[config.mk]
export PLATFORM = sky130hd
export DESIGN_NAME = reliable_datagram_ack_window_core
export DESIGN_NICKNAME = d
export VERILOG_FILES = /design/src/rtl/rdaw_pkg.sv /design/src/rtl/rdaw_front.sv /design/src/rtl/rdaw_back.sv /design/src/rtl/reliable_datagram_ack_window_core.sv
export SDC_FILE = /design/constraint.sdc
export NUM_CORES = 2
export LEC_CHECK = 0
export BUFFER_PORTS_ARGS = -buffer_cell sky130_fd_sc_hd__buf_2
export CAP_MARGIN = 40
export CORE_MARGIN = 1.5
export CORE_UTILIZATION = 40
export CTS_CLUSTER_DIAMETER = 150
export DETAILED_ROUTE_END_ITERATION = 7
export GPL_ROUTABILITY_DRIVEN = 0
export PLACE_DENSITY = 0.61
export SETUP_SLACK_MARGIN = 0.2
export SYNTH_ARGS = -nofsm -noshare
export SYNTH_HDL_FRONTEND = slang
export SYNTH_SLANG_ARGS = --single-unit
[constraint.sdc]
create_clock -name clock -period 12.31 [get_ports clock]
set_input_delay 0 -clock clock [delete_from_list [all_inputs] [get_ports clock]]
set_output_delay 0 -clock clock [all_outputs]
set_load 0.05 [all_outputs]
[src/rtl/rdaw_pkg.sv]
// ---------------------------------------------------------------------------
// rdaw_pkg
// Types and constants of the reliable datagram ack window core.
// ---------------------------------------------------------------------------
package rdaw_pkg;

   localparam int HISTORY_DEPTH_DEFAULT = 32;
   localparam int RESULT_CAP = 32;
   localparam int WINDOW = 32;
   localparam logic [15:0] HALF_RANGE = 16'd32768;
   localparam logic [9:0] AGE_MAX = 10'd1023;
   localparam logic [9:0] TIMEOUT_RESET = 10'd100;
   localparam logic [3:0] RETRIES_RESET = 4'd15;

   typedef enum logic [1:0] {
      OP_RECEIVE = 2'd0,
      OP_SEND    = 2'd1,
      OP_TICK    = 2'd2,
      OP_UNUSED  = 2'd3
   } op_type;

   typedef enum logic [1:0] {
      KIND_VERDICT    = 2'd0,
      KIND_STAMP      = 2'd1,
      KIND_RETRANSMIT = 2'd2,
      KIND_GIVEN_UP   = 2'd3
   } kind_type;

   typedef enum logic {
      CSR_TIMEOUT     = 1'b0,
      CSR_MAX_RETRIES = 1'b1
   } csr_index_type;

   typedef struct packed {
      op_type      op;
      logic [15:0] seq;
      logic [15:0] ack;
      logic [31:0] bits;
      logic        reliable;
   } item_type;

   typedef struct packed {
      logic [15:0] seq;
      logic [9:0]  age;
      logic [3:0]  retries;
   } entry_type;

endpackage

[src/rtl/rdaw_front.sv]
// ---------------------------------------------------------------------------
// rdaw_front
// Accepts items, drops unused operations, queues the rest for the back end.
// ---------------------------------------------------------------------------
module rdaw_front (
   input  logic               clock,
   input  logic               reset,
   input  logic               req_valid,
   output logic               req_ready,
   input  rdaw_pkg::item_type req_item,
   output logic               q_valid,
   output rdaw_pkg::item_type q_item,
   input  logic               q_pop
);
   import rdaw_pkg::*;

   item_type   q_ff [2];
   logic       wr_ptr_ff, wr_ptr_in;
   logic       rd_ptr_ff, rd_ptr_in;
   logic [1:0] count_ff, count_in;
   logic       push;

   assign req_ready = (count_ff != 2'd2);
   assign push      = req_valid && req_ready && (req_item.op != OP_UNUSED);
   assign q_valid   = (count_ff != 2'd0);
   assign q_item    = q_ff[rd_ptr_ff];

   always_comb begin
      wr_ptr_in = push ? ~wr_ptr_ff : wr_ptr_ff;
      rd_ptr_in = q_pop ? ~rd_ptr_ff : rd_ptr_ff;
      count_in  = count_ff + {1'b0, push} - {1'b0, q_pop};
   end

   always_ff @(posedge clock) begin
      if (reset) begin
         wr_ptr_ff <= 1'b0;
         rd_ptr_ff <= 1'b0;
         count_ff  <= 2'd0;
      end else begin
         wr_ptr_ff <= wr_ptr_in;
         rd_ptr_ff <= rd_ptr_in;
         count_ff  <= count_in;
      end
   end

   always_ff @(posedge clock) begin
      if (push) begin
         q_ff[wr_ptr_ff] <= req_item;
      end
   end

endmodule

[src/rtl/rdaw_back.sv]
// ---------------------------------------------------------------------------
// rdaw_back
// Executes queued items: receive window, ack freeing, send records, tick scan.
// ---------------------------------------------------------------------------
module rdaw_back #(
   parameter int HISTORY_DEPTH = rdaw_pkg::HISTORY_DEPTH_DEFAULT
) (
   input  logic               clock,
   input  logic               reset,
   input  logic               csr_write_enable,
   input  logic               csr_index,
   input  logic [9:0]         csr_write_data,
   input  logic               q_valid,
   input  rdaw_pkg::item_type q_item,
   output logic               q_pop,
   output logic               rsp_valid,
   input  logic               rsp_ready,
   output logic [1:0]         rsp_result_kind,
   output logic [15:0]        rsp_seq,
   output logic [15:0]        rsp_ack_out,
   output logic [31:0]        rsp_ack_bits_out,
   output logic               rsp_duplicate,
   output logic               rsp_table_full,
   output logic               rsp_last
);
   import rdaw_pkg::*;

   localparam int IDXW = (HISTORY_DEPTH > 1) ? $clog2(HISTORY_DEPTH) : 1;
   localparam int CNTW = $clog2(HISTORY_DEPTH + 1);
   localparam int NW   = $clog2(RESULT_CAP + 1);

   typedef enum logic [3:0] {
      ST_IDLE   = 4'b0001,
      ST_READ   = 4'b0010,
      ST_EVAL   = 4'b0100,
      ST_FINISH = 4'b1000
   } state_type;

   state_type          state_ff, state_in;
   logic [CNTW-1:0]    idx_ff, idx_in;
   item_type           item_ff, item_in;
   logic               dup_ff, dup_in;
   logic [15:0]        latest_ff, latest_in;
   logic [31:0]        hist_ff, hist_in;
   logic [15:0]        sendseq_ff, sendseq_in;
   logic [HISTORY_DEPTH-1:0] valid_ff, valid_in;
   logic               match_ff, match_in;
   logic               free_ff, free_in;
   logic [IDXW-1:0]    slot_ff, slot_in;
   logic               pend_ff, pend_in;
   kind_type           pend_kind_ff, pend_kind_in;
   logic [15:0]        pend_seq_ff, pend_seq_in;
   logic [NW-1:0]      count_ff, count_in;
   logic [9:0]         timeout_ff;
   logic [3:0]         maxret_ff;
   entry_type          mem [HISTORY_DEPTH];
   entry_type          rd_data_ff;
   logic               wr_en;
   logic [IDXW-1:0]    wr_addr;
   entry_type          wr_data;
   logic [IDXW-1:0]    idx;

   logic               rsp_valid_ff, rsp_valid_in;
   kind_type           rsp_kind_ff, rsp_kind_in;
   logic [15:0]        rsp_seq_ff, rsp_seq_in;
   logic [15:0]        rsp_ack_ff, rsp_ack_in;
   logic [31:0]        rsp_bits_ff, rsp_bits_in;
   logic               rsp_dup_ff, rsp_dup_in;
   logic               rsp_full_ff, rsp_full_in;
   logic               rsp_last_ff, rsp_last_in;

   // receive window math
   logic [15:0] fwd, back, dfree;
   logic [4:0]  fwd_m1, back_m1, dfree_m1;
   logic [31:0] rx_hist;
   logic [15:0] rx_latest;
   logic        rx_dup;
   logic        out_free;
   logic        expired, freeable;
   logic [9:0]  age_next;

   assign idx      = idx_ff[IDXW-1:0];
   assign out_free = !rsp_valid_ff || rsp_ready;

   always_comb begin
      fwd       = q_item.seq - latest_ff;
      back      = latest_ff - q_item.seq;
      fwd_m1    = 5'(fwd - 16'd1);
      back_m1   = 5'(back - 16'd1);
      rx_hist   = hist_ff;
      rx_latest = latest_ff;
      rx_dup    = 1'b0;
      if (q_item.seq == latest_ff) begin
         rx_dup = 1'b1;
      end else if (fwd < HALF_RANGE) begin
         rx_hist = (fwd < 16'(WINDOW)) ? (hist_ff << fwd[4:0]) : 32'd0;
         if (fwd <= 16'(WINDOW)) begin
            rx_hist = rx_hist | (32'd1 << fwd_m1);
         end
         rx_latest = q_item.seq;
      end else if (back <= 16'(WINDOW)) begin
         rx_dup  = hist_ff[back_m1];
         rx_hist = hist_ff | (32'd1 << back_m1);
      end else begin
         rx_dup = 1'b1;
      end
   end

   always_comb begin
      dfree    = item_ff.ack - rd_data_ff.seq;
      dfree_m1 = 5'(dfree - 16'd1);
      freeable = (dfree == 16'd0) ||
                 ((dfree <= 16'(WINDOW)) && item_ff.bits[dfree_m1]);
      expired  = (rd_data_ff.age >= timeout_ff);
      age_next = (rd_data_ff.age == AGE_MAX) ? AGE_MAX : rd_data_ff.age + 10'd1;
   end

   always_comb begin
      state_in     = state_ff;
      idx_in       = idx_ff;
      item_in      = item_ff;
      dup_in       = dup_ff;
      latest_in    = latest_ff;
      hist_in      = hist_ff;
      sendseq_in   = sendseq_ff;
      valid_in     = valid_ff;
      match_in     = match_ff;
      free_in      = free_ff;
      slot_in      = slot_ff;
      pend_in      = pend_ff;
      pend_kind_in = pend_kind_ff;
      pend_seq_in  = pend_seq_ff;
      count_in     = count_ff;
      q_pop        = 1'b0;
      wr_en        = 1'b0;
      wr_addr      = idx;
      wr_data      = rd_data_ff;
      rsp_valid_in = rsp_valid_ff && !rsp_ready;
      rsp_kind_in  = rsp_kind_ff;
      rsp_seq_in   = rsp_seq_ff;
      rsp_ack_in   = rsp_ack_ff;
      rsp_bits_in  = rsp_bits_ff;
      rsp_dup_in   = rsp_dup_ff;
      rsp_full_in  = rsp_full_ff;
      rsp_last_in  = rsp_last_ff;

      unique case (state_ff)
         ST_IDLE: begin
            if (q_valid) begin
               q_pop    = 1'b1;
               item_in  = q_item;
               idx_in   = '0;
               match_in = 1'b0;
               free_in  = 1'b0;
               pend_in  = 1'b0;
               count_in = '0;
               state_in = ST_READ;
               case (q_item.op)
                  OP_RECEIVE: begin
                     latest_in = rx_latest;
                     hist_in   = rx_hist;
                     dup_in    = rx_dup;
                  end
                  OP_SEND: begin
                     sendseq_in = sendseq_ff + 16'd1;
                     if (!q_item.reliable) begin
                        state_in = ST_FINISH;
                     end
                  end
                  default: ;
               endcase
            end
         end
         ST_READ: begin
            if (idx_ff == CNTW'(HISTORY_DEPTH)) begin
               state_in = ST_FINISH;
            end else if (valid_ff[idx]) begin
               state_in = ST_EVAL;
            end else begin
               if (item_ff.op == OP_SEND && !free_ff) begin
                  free_in = 1'b1;
                  slot_in = idx;
               end
               idx_in = idx_ff + CNTW'(1);
            end
         end
         ST_EVAL: begin
            state_in = ST_READ;
            idx_in   = idx_ff + CNTW'(1);
            case (item_ff.op)
               OP_RECEIVE: begin
                  if (freeable) begin
                     valid_in[idx] = 1'b0;
                  end
               end
               OP_SEND: begin
                  if (rd_data_ff.seq == sendseq_ff) begin
                     match_in = 1'b1;
                     slot_in  = idx;
                     state_in = ST_FINISH;
                  end
               end
               default: begin
                  wr_data.age = age_next;
                  if (expired && count_ff < NW'(RESULT_CAP)) begin
                     if (pend_ff && !out_free) begin
                        // hold until the earlier result can leave
                        state_in = ST_EVAL;
                        idx_in   = idx_ff;
                     end else begin
                        if (pend_ff) begin
                           rsp_valid_in = 1'b1;
                           rsp_kind_in  = pend_kind_ff;
                           rsp_seq_in   = pend_seq_ff;
                           rsp_ack_in   = latest_ff;
                           rsp_bits_in  = hist_ff;
                           rsp_dup_in   = 1'b0;
                           rsp_full_in  = 1'b0;
                           rsp_last_in  = 1'b0;
                        end
                        pend_in     = 1'b1;
                        pend_seq_in = rd_data_ff.seq;
                        count_in    = count_ff + NW'(1);
                        wr_en       = 1'b1;
                        if (rd_data_ff.retries < maxret_ff) begin
                           pend_kind_in    = KIND_RETRANSMIT;
                           wr_data.age     = 10'd0;
                           wr_data.retries = rd_data_ff.retries + 4'd1;
                        end else begin
                           pend_kind_in  = KIND_GIVEN_UP;
                           valid_in[idx] = 1'b0;
                        end
                     end
                  end else begin
                     wr_en = 1'b1;
                  end
               end
            endcase
         end
         ST_FINISH: begin
            if (out_free) begin
               state_in    = ST_IDLE;
               rsp_ack_in  = latest_ff;
               rsp_bits_in = hist_ff;
               rsp_dup_in  = 1'b0;
               rsp_full_in = 1'b0;
               rsp_last_in = 1'b1;
               case (item_ff.op)
                  OP_RECEIVE: begin
                     rsp_valid_in = 1'b1;
                     rsp_kind_in  = KIND_VERDICT;
                     rsp_seq_in   = item_ff.seq;
                     rsp_dup_in   = dup_ff;
                  end
                  OP_SEND: begin
                     rsp_valid_in = 1'b1;
                     rsp_kind_in  = KIND_STAMP;
                     rsp_seq_in   = sendseq_ff;
                     if (item_ff.reliable) begin
                        if (match_ff || free_ff) begin
                           wr_en             = 1'b1;
                           wr_addr           = slot_ff;
                           wr_data.seq       = sendseq_ff;
                           wr_data.age       = 10'd0;
                           wr_data.retries   = 4'd0;
                           valid_in[slot_ff] = 1'b1;
                        end else begin
                           rsp_full_in = 1'b1;
                        end
                     end
                  end
                  default: begin
                     rsp_valid_in = pend_ff;
                     rsp_kind_in  = pend_kind_ff;
                     rsp_seq_in   = pend_seq_ff;
                  end
               endcase
            end
         end
         default: state_in = ST_IDLE;
      endcase
   end

   always_ff @(posedge clock) begin
      if (reset) begin
         state_ff     <= ST_IDLE;
         latest_ff    <= '0;
         hist_ff      <= '0;
         sendseq_ff   <= '0;
         valid_ff     <= '0;
         rsp_valid_ff <= 1'b0;
         timeout_ff   <= TIMEOUT_RESET;
         maxret_ff    <= RETRIES_RESET;
      end else begin
         state_ff     <= state_in;
         latest_ff    <= latest_in;
         hist_ff      <= hist_in;
         sendseq_ff   <= sendseq_in;
         valid_ff     <= valid_in;
         rsp_valid_ff <= rsp_valid_in;
         if (csr_write_enable) begin
            unique case (csr_index)
               CSR_TIMEOUT:     timeout_ff <= csr_write_data;
               CSR_MAX_RETRIES: maxret_ff  <= csr_write_data[3:0];
               default: ;
            endcase
         end
      end
   end

   always_ff @(posedge clock) begin
      idx_ff       <= idx_in;
      item_ff      <= item_in;
      dup_ff       <= dup_in;
      match_ff     <= match_in;
      free_ff      <= free_in;
      slot_ff      <= slot_in;
      pend_ff      <= pend_in;
      pend_kind_ff <= pend_kind_in;
      pend_seq_ff  <= pend_seq_in;
      count_ff     <= count_in;
      rsp_kind_ff  <= rsp_kind_in;
      rsp_seq_ff   <= rsp_seq_in;
      rsp_ack_ff   <= rsp_ack_in;
      rsp_bits_ff  <= rsp_bits_in;
      rsp_dup_ff   <= rsp_dup_in;
      rsp_full_ff  <= rsp_full_in;
      rsp_last_ff  <= rsp_last_in;
   end

   always_ff @(posedge clock) begin
      if (wr_en) begin
         mem[wr_addr] <= wr_data;
      end
      rd_data_ff <= mem[idx];
   end

   assign rsp_valid        = rsp_valid_ff;
   assign rsp_result_kind  = rsp_kind_ff;
   assign rsp_seq          = rsp_seq_ff;
   assign rsp_ack_out      = rsp_ack_ff;
   assign rsp_ack_bits_out = rsp_bits_ff;
   assign rsp_duplicate    = rsp_dup_ff;
   assign rsp_table_full   = rsp_full_ff;
   assign rsp_last         = rsp_last_ff;

endmodule

[src/rtl/reliable_datagram_ack_window_core.sv]
// ---------------------------------------------------------------------------
// reliable_datagram_ack_window_core
// Sequence and acknowledgement engine for reliable datagrams.
// ---------------------------------------------------------------------------
// Usage:
//   req_* carries one item: receive (seq, ack, ack bitfield), send (reliable
//   flag) or tick. rsp_* returns result items; rsp_last marks the final result
//   of an item. csr_* writes timeout_ticks (index 0) and max_retries
//   (index 1); the user must write them only while the block is idle,
//   which the block itself does not enforce.
//   A two-item queue sits between the front end and the executing back end;
//   an accepted item is registered into the queue, whose head the back end
//   reads. An unreliable send goes from the queue head straight to its
//   final result. Receive, reliable send and tick walk the entry table after
//   taking the item: a free slot is skipped in a read step, a live slot gets
//   a registered memory read, then an evaluate step; an end check and the
//   issue of the last result follow. A reliable send stops early at a live
//   entry with the same sequence. Items run one at a time over the entry
//   memory, which has one read and one write port.
//   A tick with nothing expired gives no result; operation 3 gives none.
//   Reset clears the window, the send counter, all entry valid bits and
//   restores the register defaults; no clearing pass is needed.
//   A stalled receiver holds the result register; a tick scan then waits, and
//   the queue keeps accepting items until it fills.
// ---------------------------------------------------------------------------
module reliable_datagram_ack_window_core #(
   parameter int HISTORY_DEPTH = rdaw_pkg::HISTORY_DEPTH_DEFAULT
) (
   input  logic        clock,
   input  logic        reset,
   input  logic        csr_write_enable,
   input  logic        csr_index,
   input  logic [9:0]  csr_write_data,
   input  logic        req_valid,
   output logic        req_ready,
   input  logic [1:0]  req_operation,
   input  logic [15:0] req_packet_seq,
   input  logic [15:0] req_packet_ack,
   input  logic [31:0] req_packet_ack_bits,
   input  logic        req_reliable,
   output logic        rsp_valid,
   input  logic        rsp_ready,
   output logic [1:0]  rsp_result_kind,
   output logic [15:0] rsp_seq,
   output logic [15:0] rsp_ack_out,
   output logic [31:0] rsp_ack_bits_out,
   output logic        rsp_duplicate,
   output logic        rsp_table_full,
   output logic        rsp_last
);
   import rdaw_pkg::*;

   item_type req_item, q_item;
   logic     q_valid, q_pop;

   // pack the request fields into one item
   assign req_item = '{op: op_type'(req_operation), seq: req_packet_seq,
                       ack: req_packet_ack, bits: req_packet_ack_bits,
                       reliable: req_reliable};

   rdaw_front u_front (
      .clock     (clock),
      .reset     (reset),
      .req_valid (req_valid),
      .req_ready (req_ready),
      .req_item  (req_item),
      .q_valid   (q_valid),
      .q_item    (q_item),
      .q_pop     (q_pop)
   );

   rdaw_back #(
      .HISTORY_DEPTH (HISTORY_DEPTH)
   ) u_back (
      .clock            (clock),
      .reset            (reset),
      .csr_write_enable (csr_write_enable),
      .csr_index        (csr_index),
      .csr_write_data   (csr_write_data),
      .q_valid          (q_valid),
      .q_item           (q_item),
      .q_pop            (q_pop),
      .rsp_valid        (rsp_valid),
      .rsp_ready        (rsp_ready),
      .rsp_result_kind  (rsp_result_kind),
      .rsp_seq          (rsp_seq),
      .rsp_ack_out      (rsp_ack_out),
      .rsp_ack_bits_out (rsp_ack_bits_out),
      .rsp_duplicate    (rsp_duplicate),
      .rsp_table_full   (rsp_table_full),
      .rsp_last         (rsp_last)
   );

endmodule

== Word level (Yosys, flattened, before mapping) ==
Memories as Yosys holds them, arrays and structs flattened. A register that Yosys moved wholly into a read port is not among the register bits.
Cells that the tools add are included.

* Bits in registers: 294
* Memory bits (writable): 1094
* Input bits: 83
* Output and inout port bits: 71
* Logic and storage cells: 297
* Memories: 2

{| class="wikitable"
|+ Memories
! memory !! words !! bits a word !! read ports !! clocked after memory_dff !! wr ports !! RTL line !! text
|-
| u_back.mem || 32 || 30 || 1 || 1 || 1 || rdaw_back.sv:56 || <nowiki>entry_type mem [HISTORY_DEPTH];</nowiki>
|-
| u_front.q_ff || 2 || 67 || 1 || 1 || 1 || rdaw_front.sv:17 || <nowiki>item_type q_ff [2];</nowiki>
|}

* Add/sub/neg operators: 13
* Magnitude comparators: 14
* Equality and inequality tests: 33
* Shifts and indexed selects: 3
* Muxes and demuxes: 146
* Bitwise operators: 11
* Reduce and logical (&&, ||, !) cells: 43

{| class="wikitable"
|+ Operators by type and width
! kind !! count
|-
| 2-to-1 mux 32 bit || 17
|-
| one-hot mux 32 bit (2 select lines) || 3
|-
| 2-to-1 mux 16 bit || 11
|-
| 2-to-1 mux 30 bit || 4
|-
| OR 32 bit || 3
|-
| one-hot mux 16 bit (2 select lines) || 3
|-
| << shifter 1 x 5 -> 32 bit, first input constant || 2
|-
| 2-to-1 mux 14 bit || 4
|-
| 2-to-1 mux 6 bit || 9
|-
| 2-to-1 mux 5 bit || 10
|-
| 2-to-1 mux 1 bit || 49
|-
| less-or-equal comparator 16 x 6 -> 1 bit, second input constant || 3
|-
| subtractor 16 bit || 3
|-
| AND 32 bit || 1
|-
| == test 16 bit || 2
|-
| 2-to-1 mux 4 bit || 8
|-
| NOT 32 bit || 1
|-
| << shifter 32 x 5 -> 32 bit || 1
|-
| one-hot mux 14 bit (2 select lines) || 1
|-
| AND reduction 5 bit || 5
|-
| < comparator 5 x 6 -> 1 bit, second input constant || 4
|-
| != test 2 x 1 -> 1 bit, second input constant || 9
|-
| one-hot mux 6 bit (3 select lines) || 1
|-
| adder 16 x 1 -> 16 bit, second input constant || 1
|-
| other kinds (49) || 108
|}

== Longest topological paths before layout ==
* Depth after elaboration: 11
* Depth in mapped cells: 20
* Mapped depth without buffers: 16

== Cells and area by module ==
From an unflattened synthesis, not the netlist that was laid out.

* Cells, all modules: 3531
* Area total of the unflattened synthesis: 58992.8 um2

{| class="wikitable"
|+ Modules (own cells, without submodules)
! module !! instances !! cells an instance !! area an instance (um2) !! seq. area each (um2)
|-
| rdaw_back || 1 || 3295 || 53904.2 || 36955.4
|-
| rdaw_front || 1 || 236 || 5088.6 || 4124.0
|}

== Worst setup path after synthesis ==
OpenSTA, ideal clock, no wires.

* Path type: reg-to-reg
* Start point: reg u_back.rd_data_ff[9] (netlist name)
* End point: reg u_back.rsp_bits_ff[0], in the netlist u_back.rsp_ack_bits_out[0] (enable)
* Library setup time: 0.496 ns
* Arrival: 4.400 ns
* Data required time: 11.814 ns
* Slack: 7.413 ns
* Stages on the path, launching flop included: 9
* Path buffers: 0
* Clock period less this slack: 4.897 ns
* Cells stage by stage: dfxtp_1 ha_1 o21a_1 o211ai_1 a221o_1 a21o_1 nor2_1 a21oi_1 nor2_1

* Cells in the longest elaborated chain, start to end: 4

{| class="wikitable"
|+ RTL lines
! what !! RTL line !! text
|-
| greater-or-equal comparator 10 bit || rdaw_back.sv:114 || <nowiki>expired = (rd_data_ff.age >= timeout_ff);</nowiki>
|-
| logical AND 1 bit || rdaw_back.sv:205 || <nowiki>if (expired && count_ff < NW'(RESULT_CAP)) begin</nowiki>
|-
| != test 2 x 1 -> 1 bit (no line) || - ||
|-
| AND reduction 6 bit (no line) || - ||
|-
| end signal, assigned || rdaw_back.sv:325 || <nowiki>rsp_bits_ff <= rsp_bits_in;</nowiki>
|-
| end, declared || rdaw_back.sv:67 || <nowiki>logic [31:0] rsp_bits_ff, rsp_bits_in;</nowiki>
|}

Every way passes these cells.
A chain may end at the register's enable or synchronous reset.

== Worst setup path in the final report ==
* Start point: reg u_back.state_ff[0]
* End point: mem u_back.mem[9][11] (netlist bit) (enable)

* Cells in the longest elaborated chain, start to end: 4
* Elaborated cells on any way between the ends: 6
* Those cells by class: eq/ne: 2; mux: 4

{| class="wikitable"
|+ RTL lines
! what !! RTL line !! text
|-
| start, declared || rdaw_back.sv:39 || <nowiki>state_type state_ff, state_in;</nowiki>
|-
| start signal, assigned || rdaw_back.sv:295 || <nowiki>state_ff <= state_in;</nowiki>
|-
| == test 4 bit or == test 4 x 3 -> 1 bit (tied branches) || rdaw_back.sv:147 || <nowiki>unique case (state_ff)</nowiki>
|-
| one-hot mux 1 bit (2 select lines) || rdaw_back.sv:147 ||
|-
| 2-to-1 mux 1 bit || rdaw_back.sv:332 || <nowiki>if (wr_en) begin</nowiki>
|-
| 2-to-1 mux 1 bit (not written as such) || rdaw_back.sv:333 || <nowiki>mem[wr_addr] <= wr_data;</nowiki>
|-
| end, declared || rdaw_back.sv:56 ||
|}

Parallel ways exist; a longest one is shown, timed or not.

==> key figures <==
Finish
  – Core Util, Final: 0.4742
  – Cell area after layout: 69850 um2
  – Fraction of layout cells with a size suffix above 1: 0.2312
  – Final nets: 4138
  – Syn-to-layout area delta: 17.90%

Pwr
  – Switching part of the total: 0.3335
  – P_int: 10610 uW
  – P_sw: 5309 uW
  – Power Total: 15920 uW
  – Power share of the clock group: 0.281
  – Gate power share: 0.321
  – Static leakage: 0.02305 uW
  – Max VDD drop: 0.1579 mV
  – PD cells: 227.9 nW/um2
  – Sequential share of power: 0.399

Die
  – # IOs: 154
  – Initial Util: 0.4022
  – Die Y: 387.9 um
  – Core ar.: 147300 um2
  – Rows: 141
  – Total die area: 150400 um2
  – DIE WIDTH: 387.9 um

Timing
  – Final TNS setup: 0 ns
  – Final setup vio count: 0
  – Final Skew: 0.02543 ns
  – Min Tclk post-route: 4.672 ns
  – Slew at the pin closest to its max-slew limit: 0.9912 ns
  – Unrepaired setup endpoints after global routing: false
  – Fmax achieved: 0.2140 GHz
  – Rel. slew slack: 0.3392
  – Fin crit share: 0.3795
  – Slew Limit Fails: 0
  – Hold Vio Cnt, Final: 0
  – Post-route setup slack: 7.638 ns

Global route
  – GR Util met2: 0.3432
  – Met1 usage: 0.2772
  – Overall Global Routing Usage: 0.2075
  – M3 GR Usage: 0.03560
  – Largest net degree at the start of global routing: 117
  – Initial antenna violation count: 6
  – Grt ovf: 0
  – Vias in the first global route: 34180
  – First-pass GRT wire length: 230400 um
  – Top Usage Layer GRT: met2

Synth
  – Post-synth top cells: edfxtp_1, mux4_2, nand2_1
  – Synth warn: 0
  – Top-count cell post-synth: edfxtp_1
  – Post-synthesis sequential area ratio: 0.6933
  – Avg Inst Size Synth: 16.52 um2
  – Yosys cell types: 99
  – Top cell type's share of synthesized area: 0.6426
  – Ys async rst share: 0
  – Synth Cell Area: 59250 um2
  – Synth top area cells: edfxtp_1, mux4_2, dfxtp_1, a22oi_1, ha_1
  – Synth area leader: edfxtp_1
  – Primary FF master, synth: edfxtp_1
  – Number of flops mapped to enable cells by yosys: 1268
  – Syn Inst Count: 3587
  – Yosys reg bits: 1418
  – Syn nets: 3748

Detailed routing
  – First-pass DRT Iterations: 6
  – Initial DRC Count: 3921
  – Drt drc: 0
  – Routed vias: 34800
  – Via/cell ratio: 5.768
  – Routed wire length: 157500 um
  – ANT nets after route: 0
  – WL/cell: 26.11 um

Status
  – Status: completed

Setup path
  – Nature of the critical path startpoint: flip-flop
  – CP Max Fanout: 20
  – Crit path required time: 12.72 ns
  – Critical Path AT: 5.09 ns
  – Setup crit end kind: flip-flop
  – CP Class: flip-flop to flip-flop

Place
  – Port Buffers: 153
  – Worst slack, placed: 7.633 ns
  – Placed Area: 63280 um2
  – Detailed placement HPWL: 92740 um

Clock network
  – Setup repair bufs after CTS: 0
  – Clk Latency, worst-skew pair: 0.79 ns
  – CTS root buf: clkbuf_16
  – H-Tree Depth: 4
  – TritonCTS Buffers: 145
  – CTS clock-pin slew for the worst setup and hold paths: 0.06 ns
  – TritonCTS clock tree: built
  – Clock Path Buffers: 3
  – Clock sink total: 1418

Worst hold path
  – Worst min-delay path category: input port to flip-flop

Run
  – Max_cap viols: 0
## metal layers
metal  part of all wire  vias to the layer above
met4              0.033                        2
met3              0.073                      308
li1                   -                    15150
met2               0.49                     1499
met1               0.40                    17840
met5           0.000063                        -
## worst max-delay path, cell delays in order, from the launching register on
cell	delay [ns]
dfxtp_1	0.35
nor2_1	0.13
nand3b_1	0.43
inv_1	0.60
nand2_1	0.32
nor3_1	0.59
o211ai_1	0.30
a21boi_2	0.29
buf_8	0.22
nor2_4	0.49
buf_4	0.55
## cell type report
class | count | area, um2
Sequential cell | 1418 | 41080
Tap cell | 1930 | 2415
Timing Repair Buffer | 440 | 3750
Multi-Input combinational cell | 1876 | 17370
Inverter | 96 | 360.3
Antenna cell | 2 | 5.005
Clock inverter | 63 | 757.0
Fill cell | 12330 | 77460
Clock buffer | 208 | 4118
## stage by stage
step,hold WS (ns),instances
floorplan,0.09887,3587
global placement,0.1877,5552
detailed placement,0.1910,5591
CTS,0.01796,6031
global route,0.03891,6031
finish,0.04777,6033
## power by group through the flow
stage	Clock, uW	Combinational (uW)	Sequential, uW
2_1_floorplan	0	3510	6300
3_3_place_gp	0	4800	6490
3_5_place_dp	0	5030	6430
4_1_cts	4540	5100	6330
5_1_grt	4730	5520	6370
6_report	4470	5110	6340
## repair_timing
action                                 CTS  global route
setup endpoints to repair                0             0
gates resized for setup                  0             0
hold buffers                           169             0
endpoints found under the hold margin  224             0
## placed cells by master, fill, tap and decap left out, types with 19 or more instances in the layout
master,netlist,routed
mux2_2,66,66
mux2i_1,78,78
a21oi_1,94,92
nor2_4,0,34
nand2_1,199,199
and3_1,23,22
clkbuf_16,0,147
dfxtp_1,150,149
nand3_1,59,59
nor2b_1,33,29
ha_1,75,74
buf_8,0,19
nor3_1,52,51
edfxtp_1,1268,1268
xor2_1,47,46
inv_1,94,93
a31oi_1,45,43
xnor2_1,31,30
clkbuf_1,121,40
clkbuf_8,3,21
mux4_2,271,271
nand4_1,49,49
buf_2,17,155
dlygate4sd3_1,1,169
a211oi_1,61,61
nor2_1,177,142
buf_4,3,78
a22oi_1,140,140
o21ai_0,110,92
## flip-flops by register name (all words and copies together), names as in the netlist, 30 cells and up, named ones only
register	cells
u_back.valid_ff	32
u_back.mem	960
u_back.rsp_ack_bits_out	32
u_front.q_ff	134
u_back.item_ff	67
u_back.rd_data_ff	30
u_back.hist_ff	32
## final timing paths
| check | start | endpoint | slack, ns | depth (start not counted) |
|---|---|---|---|---|
| worst max-delay path | u_back.state_ff[0] | u_back.mem[9][11] | 7.64 | 10 |
| worst min-delay path | req_packet_seq[4] | u_front.q_ff[1][53] | 0.05 | 2 |
| worst max register to register | u_back.state_ff[0] | u_back.mem[9][11] | 7.64 | 10 |
| worst min register to register | u_back.maxret_ff[3] | u_back.maxret_ff[3] | 0.47 | 2 |
## cells by family after synthesis
| group | Yosys count | synth area share |
|---|---|---|
| flip-flops | 1418 | 0.6933 |
| buffers and inverters | 293 | 0.02048 |
| adder cells (fa/ha/maj) | 78 | 0.01685 |
| multiplexers | 415 | 0.1287 |
| AND/OR/NAND/NOR | 688 | 0.05769 |
| XOR/XNOR | 81 | 0.01248 |
| AO/OA/AOI/OAI | 614 | 0.07043 |
Note: power is estimated with default switching activity, not from simulation.
